### config.mk
export PLATFORM = sky130hd
export DESIGN_NAME = gmsb_cand_cell
export DESIGN_NICKNAME = d
export VERILOG_FILES = /design/src/gmsb_pkg.sv /design/src/gmsb_cand_cell.sv
export SDC_FILE = /design/constraint.sdc
export NUM_CORES = 1
export LEC_CHECK = 0
export ABC_AREA = 1
export ABC_CLOCK_PERIOD_IN_PS = 800
export BUFFER_PORTS_ARGS = -buffer_cell sky130_fd_sc_hd__buf_2
export CAP_MARGIN = 20
export CORE_MARGIN = 2
export CORE_UTILIZATION = 37
export CTS_CLUSTER_DIAMETER = 60
export DETAILED_ROUTE_END_ITERATION = 6
export PLACE_DENSITY = 0.75
export SYNTH_ARGS = -nofsm -noshare
export SYNTH_HDL_FRONTEND = slang
export SYNTH_SLANG_ARGS = --single-unit
### constraint.sdc
create_clock -name clk_i -period 0.8 [get_ports clk_i]
set_input_delay 0.04 -clock clk_i [delete_from_list [all_inputs] [get_ports clk_i]]
set_output_delay 0.04 -clock clk_i [all_outputs]
set_load 0.01 [all_outputs]
### src/gmsb_pkg.sv
// Shared codes and control types for the grid BFS distance block.
// No dependencies; imported by every module of the block.
package gmsb_pkg;

  localparam logic [1:0] KIND_WRITE   = 2'd0;
  localparam logic [1:0] KIND_COMPUTE = 2'd1;
  localparam logic [1:0] KIND_READ    = 2'd2;
  localparam logic [1:0] KIND_NONE    = 2'd3;

  localparam logic [1:0] CODE_EMPTY   = 2'd0;
  localparam logic [1:0] CODE_HOUSE   = 2'd1;
  localparam logic [1:0] CODE_WELL    = 2'd2;
  localparam logic [1:0] CODE_BLOCKED = 2'd3;

  localparam logic CFG_ROWS = 1'b0;
  localparam logic CFG_COLS = 1'b1;

  localparam logic [13:0] RES_UNREACHED = 14'h3FFF;
  localparam logic [11:0] LEVEL_MAX     = 12'hFFF;

  typedef struct packed {
    logic load;
    logic shift;
  } chain_ctl_t;

endpackage

### src/gmsb_cand_cell.sv
// One cell of the neighbor candidate chain: holds one candidate cell position.
// Depends on gmsb_pkg for the chain control struct.
module gmsb_cand_cell #(
  parameter int RW = 6,
  parameter int CW = 6
) (
  input  logic                clk_i,
  input  logic                rst_ni,
  input  gmsb_pkg::chain_ctl_t ctl_i,
  input  logic                ld_valid_i,
  input  logic [RW-1:0]       ld_row_i,
  input  logic [CW-1:0]       ld_col_i,
  input  logic                nx_valid_i,
  input  logic [RW-1:0]       nx_row_i,
  input  logic [CW-1:0]       nx_col_i,
  output logic                valid_o,
  output logic [RW-1:0]       row_o,
  output logic [CW-1:0]       col_o
);
  import gmsb_pkg::*;

  logic          valid_q;
  logic [RW-1:0] row_q;
  logic [CW-1:0] col_q;

  always_ff @(posedge clk_i or negedge rst_ni) begin
    if (!rst_ni) begin
      valid_q <= 1'b0;
    end else if (ctl_i.load) begin
      valid_q <= ld_valid_i;
    end else if (ctl_i.shift) begin
      valid_q <= nx_valid_i;
    end
  end

  always_ff @(posedge clk_i) begin
    if (ctl_i.load) begin
      row_q <= ld_row_i;
      col_q <= ld_col_i;
    end else if (ctl_i.shift) begin
      row_q <= nx_row_i;
      col_q <= nx_col_i;
    end
  end

  assign valid_o = valid_q;
  assign row_o   = row_q;
  assign col_o   = col_q;

endmodule

Word level (Yosys, flattened, before mapping):

Cells that the tools add are included.

* register bits after elaboration: 13
* input port bits: 30
* output and inout bits: 13

* muxes and demuxes: 6
* reduce and logical (&&, ||, !) cells: 1

Operators with widths (count)
* $mux 6: 4
* $mux 1: 2
* $reduce_bool 2->1: 1

Logic depth before layout (Yosys ltp):

* word-level depth: 2
* mapped depth: 4
* mapped depth without buffers: 3

Least setup slack after synthesis:

Ideal clock, no wire load.

* path type: input -> register
* start: input port ctl_i[1] in the netlist's numbering
* end: register col_q[0], in the netlist col_o[0] (enable)
* library setup time: 0.344 ns
* data arrival time: 0.328 ns
* setup slack: 0.128 ns
* cell stages on the path: 2
* cell sequence: nor2_1 > inv_1

* cells in the longest elaborated chain, start to end: 1

RTL lines
* start: declaration: line gmsb_cand_cell.sv:9 `input gmsb_pkg::chain_ctl_t ctl_i,`
* $reduce_bool 2->1 (no source line)
* end signal: assignment: line gmsb_cand_cell.sv:39 `col_q <= ld_col_i;`
* end signal: assignment: line gmsb_cand_cell.sv:42 `col_q <= nx_col_i;`
* end: declaration: line gmsb_cand_cell.sv:24 `logic [CW-1:0] col_q;`

No other way between the ends.
A chain may end at the register's enable or synchronous reset.

Worst setup path in the final report:

* start: register row_q[4], in the netlist row_o[4]
* end: output port row_o[4]

RTL lines
* start: declaration: line gmsb_cand_cell.sv:23 `logic [RW-1:0] row_q;`
* start signal: assignment: line gmsb_cand_cell.sv:38 `row_q <= ld_row_i;`
* start signal: assignment: line gmsb_cand_cell.sv:41 `row_q <= nx_row_i;`
* end: declaration: line gmsb_cand_cell.sv:17 `output logic [RW-1:0] row_o,`

No word-level cell between the ends.

==> out/results.txt <==
Sequential share of the synthesized area: 0.6784
Final core occ: 0.5663
Flip-flop and latch count after synthesis: 13
Syn_nets: 88
H-tree levels: 1
Crit-path max FO: 1
Die Footprint: 1865 um2
Num ports: 43
Yosys top cell by area: edfxtp_1
Clock Latency Late Sink: 0.27 ns
Reg clk slew, reported paths: 0.08 ns
Max Fclk: 1.177 GHz
Via density: 4.537
Max Slew Vio Count: 0
Power Density: 1826 nW/um2
GRT Overall Usage: 0.1621
Critical path's slowest cell: edfxtp_1
Synthesis-to-finish area growth: 46.70%
Hold Path Class: primary input to register
Die height: 43.18 um
Initial DRC count: 19
Cts repair resizes: 0
Most frequent cell after synthesis: nand2_1
Post-route setup TNS: -0.2226 ns
Residual DRC count: 0
Slew margin rel.: 0.6882
Worst VDD drop: 0.9292 mV
Total CTS buffers: 3
Top cell type's share of synthesized area: 0.6344
Synth cell types: 9
Async SR Flop Fraction: 0.07692
Setup crit end kind: output pin
CTS max path bufs: 2
Fin Clk Skew: 0 ns
Mapped Cells: 58
Fin nets: 136
Req. time, crit path: 0.76 ns
Fraction of layout cells with a size suffix above 1: 0.4476
Max-Cap Viols: 0
Outcome: complete, but fails checks
CP delay by family, top: flip-flops
RSZ-0062 raised after global routing: true
Post-DR wirelength/cell: 11.19 um
CP bufs+invs: 1
Post-CTS Setup Bufs: 0
Initial antenna violation count: 0
TritonCTS Sinks: 13
Pre-antenna DRT Iters: 4
Synth Cell Area: 568.0 um2
Final setup viols: 13
N_diodes: 0
Core area: 1471 um2
EDFF count, synth: 12
Worst path max stage delay: 0.39 ns
Number of global-route vias before repair: 512
Synth cell count leaders: nand2_1 (38), edfxtp_1 (12), nand3_1 (2)
TritonCTS clock tree: built
Detailed Place HPWL: 1.039 mm
Mean post-synth cell area: 9.794 um2
Crit share post-route: 1.062
Slew @ Worst Pin: 0.4672 ns
Root Driver: clkbuf_4
Failing checks: negative setup slack
Routed Antenna Nets: 0
Worst setup SP type: register
Worst Path Arrival: 0.81 ns
GP Congestion: 0.6632
Cell Chain, Critical Path: buf_2
Primary FF master, synth: edfxtp_1
Initial core utilization: 0.3861
Num rows: 14
Yosys Warn Count: 0
Remaining Overflow, GRT: 0
Final Hold Violating Endpoints: 0
Largest net degree at the start of global routing: 15
Die X-Extent: 43.18 um
WL final: 1.354 mm
Lkg Pwr: 0.4536 nW
DR vias: 549
Port bufs: 42
Tmin final: 0.8494 ns
First-pass GRT wire length: 2.125 mm
Top cells by area, synth: edfxtp_1 (63%), nand2_1 (25%), dfrtp_1 (4.4%)
Final WS setup: -0.04939 ns
Crit Path Category: register to output pin
## logic make-up after synthesis
logic type,Yosys count,share of synthesized area
flops,13,0.6784
simple gates,41,0.2753
buf+inv,4,0.04625
## path summary, 6_finish.rpt
kind	from	endpoint	slack, ns	cells after the start
setup / recovery	row_o[4]	row_o[4]	-0.05	1
hold / removal	nx_valid_i	valid_o	0.04	3
setup reg to reg	valid_o	valid_o	0.18	2
hold reg to reg	valid_o	valid_o	0.50	2
max in group asynchronous	rst_ni	valid_o	0.66	2
min in group asynchronous	rst_ni	valid_o	0.06	2
## cell usage in the layout, fill, tap and decap left out, drive strengths merged
master / netlist / routed
buf: 2 / 43
clkbuf: 0 / 4
dfrtp: 1 / 1
dlygate4sd3: 0 / 2
edfxtp: 12 / 12
inv: 2 / 2
nand2: 38 / 38
nand3: 2 / 2
nor2: 1 / 1
## timing repair
item	CTS	global route
hold buffers	1	1
endpoints found under the hold margin	1	1
setup endpoints to repair	13	13
pin swaps	0	0
## through the flow
stage / setup slack (ns) / power, mW / cells / hold slack [ns] / instance area [um2]
after detailed placement: -0.09232 / 1.132 / 115 / -0.1840 / 787.0
after CTS: -0.05129 / 1.528 / 120 / 0.0005070 / 823.3
after global routing: -0.08727 / 1.618 / 121 / 0.02249 / 833.3
after global placement: -0.07046 / 1.126 / 115 / -0.1848 / 787.0
final: -0.04939 / 1.521 / 121 / 0.03515 / 833.3
after floorplan: 0.1280 / 0.9801 / 58 / -0.2556 / 568.0
## layer usage
metal | global-route usage | vias up | share of wire | wire [um]
met5 | 0 | - | 0 | 0
met4 | 0.09091 | 0 | 0.0081 | 11
met3 | 0.05957 | 2 | 0.12 | 161
met2 | 0.2418 | 33 | 0.47 | 635
met1 | 0.2005 | 236 | 0.40 | 545
li1 | - | 278 | - | -
## final cells by class
class                   count  area, um2
fillers                   144      638.1
multi-input cells          41      156.4
flip-flops and latches     13      385.4
repair buffers             45      237.7
inverters                   2      7.507
clock buffers               4      26.28
well taps                  16      20.02
## power breakdown
group | internal (mW) | switching [mW] | total (mW)
registers | 0.826 | 0.0181 | 0.844
logic | 0.131 | 0.144 | 0.275
clock network | 0.193 | 0.209 | 0.402
## registers in the layout, summed over array words and instances (netlist names)
| name | flops |
|---|---|
| col_o | 6 |
| row_o | 6 |
| valid_o | 1 |
Power figures use the tool's default switching activity.
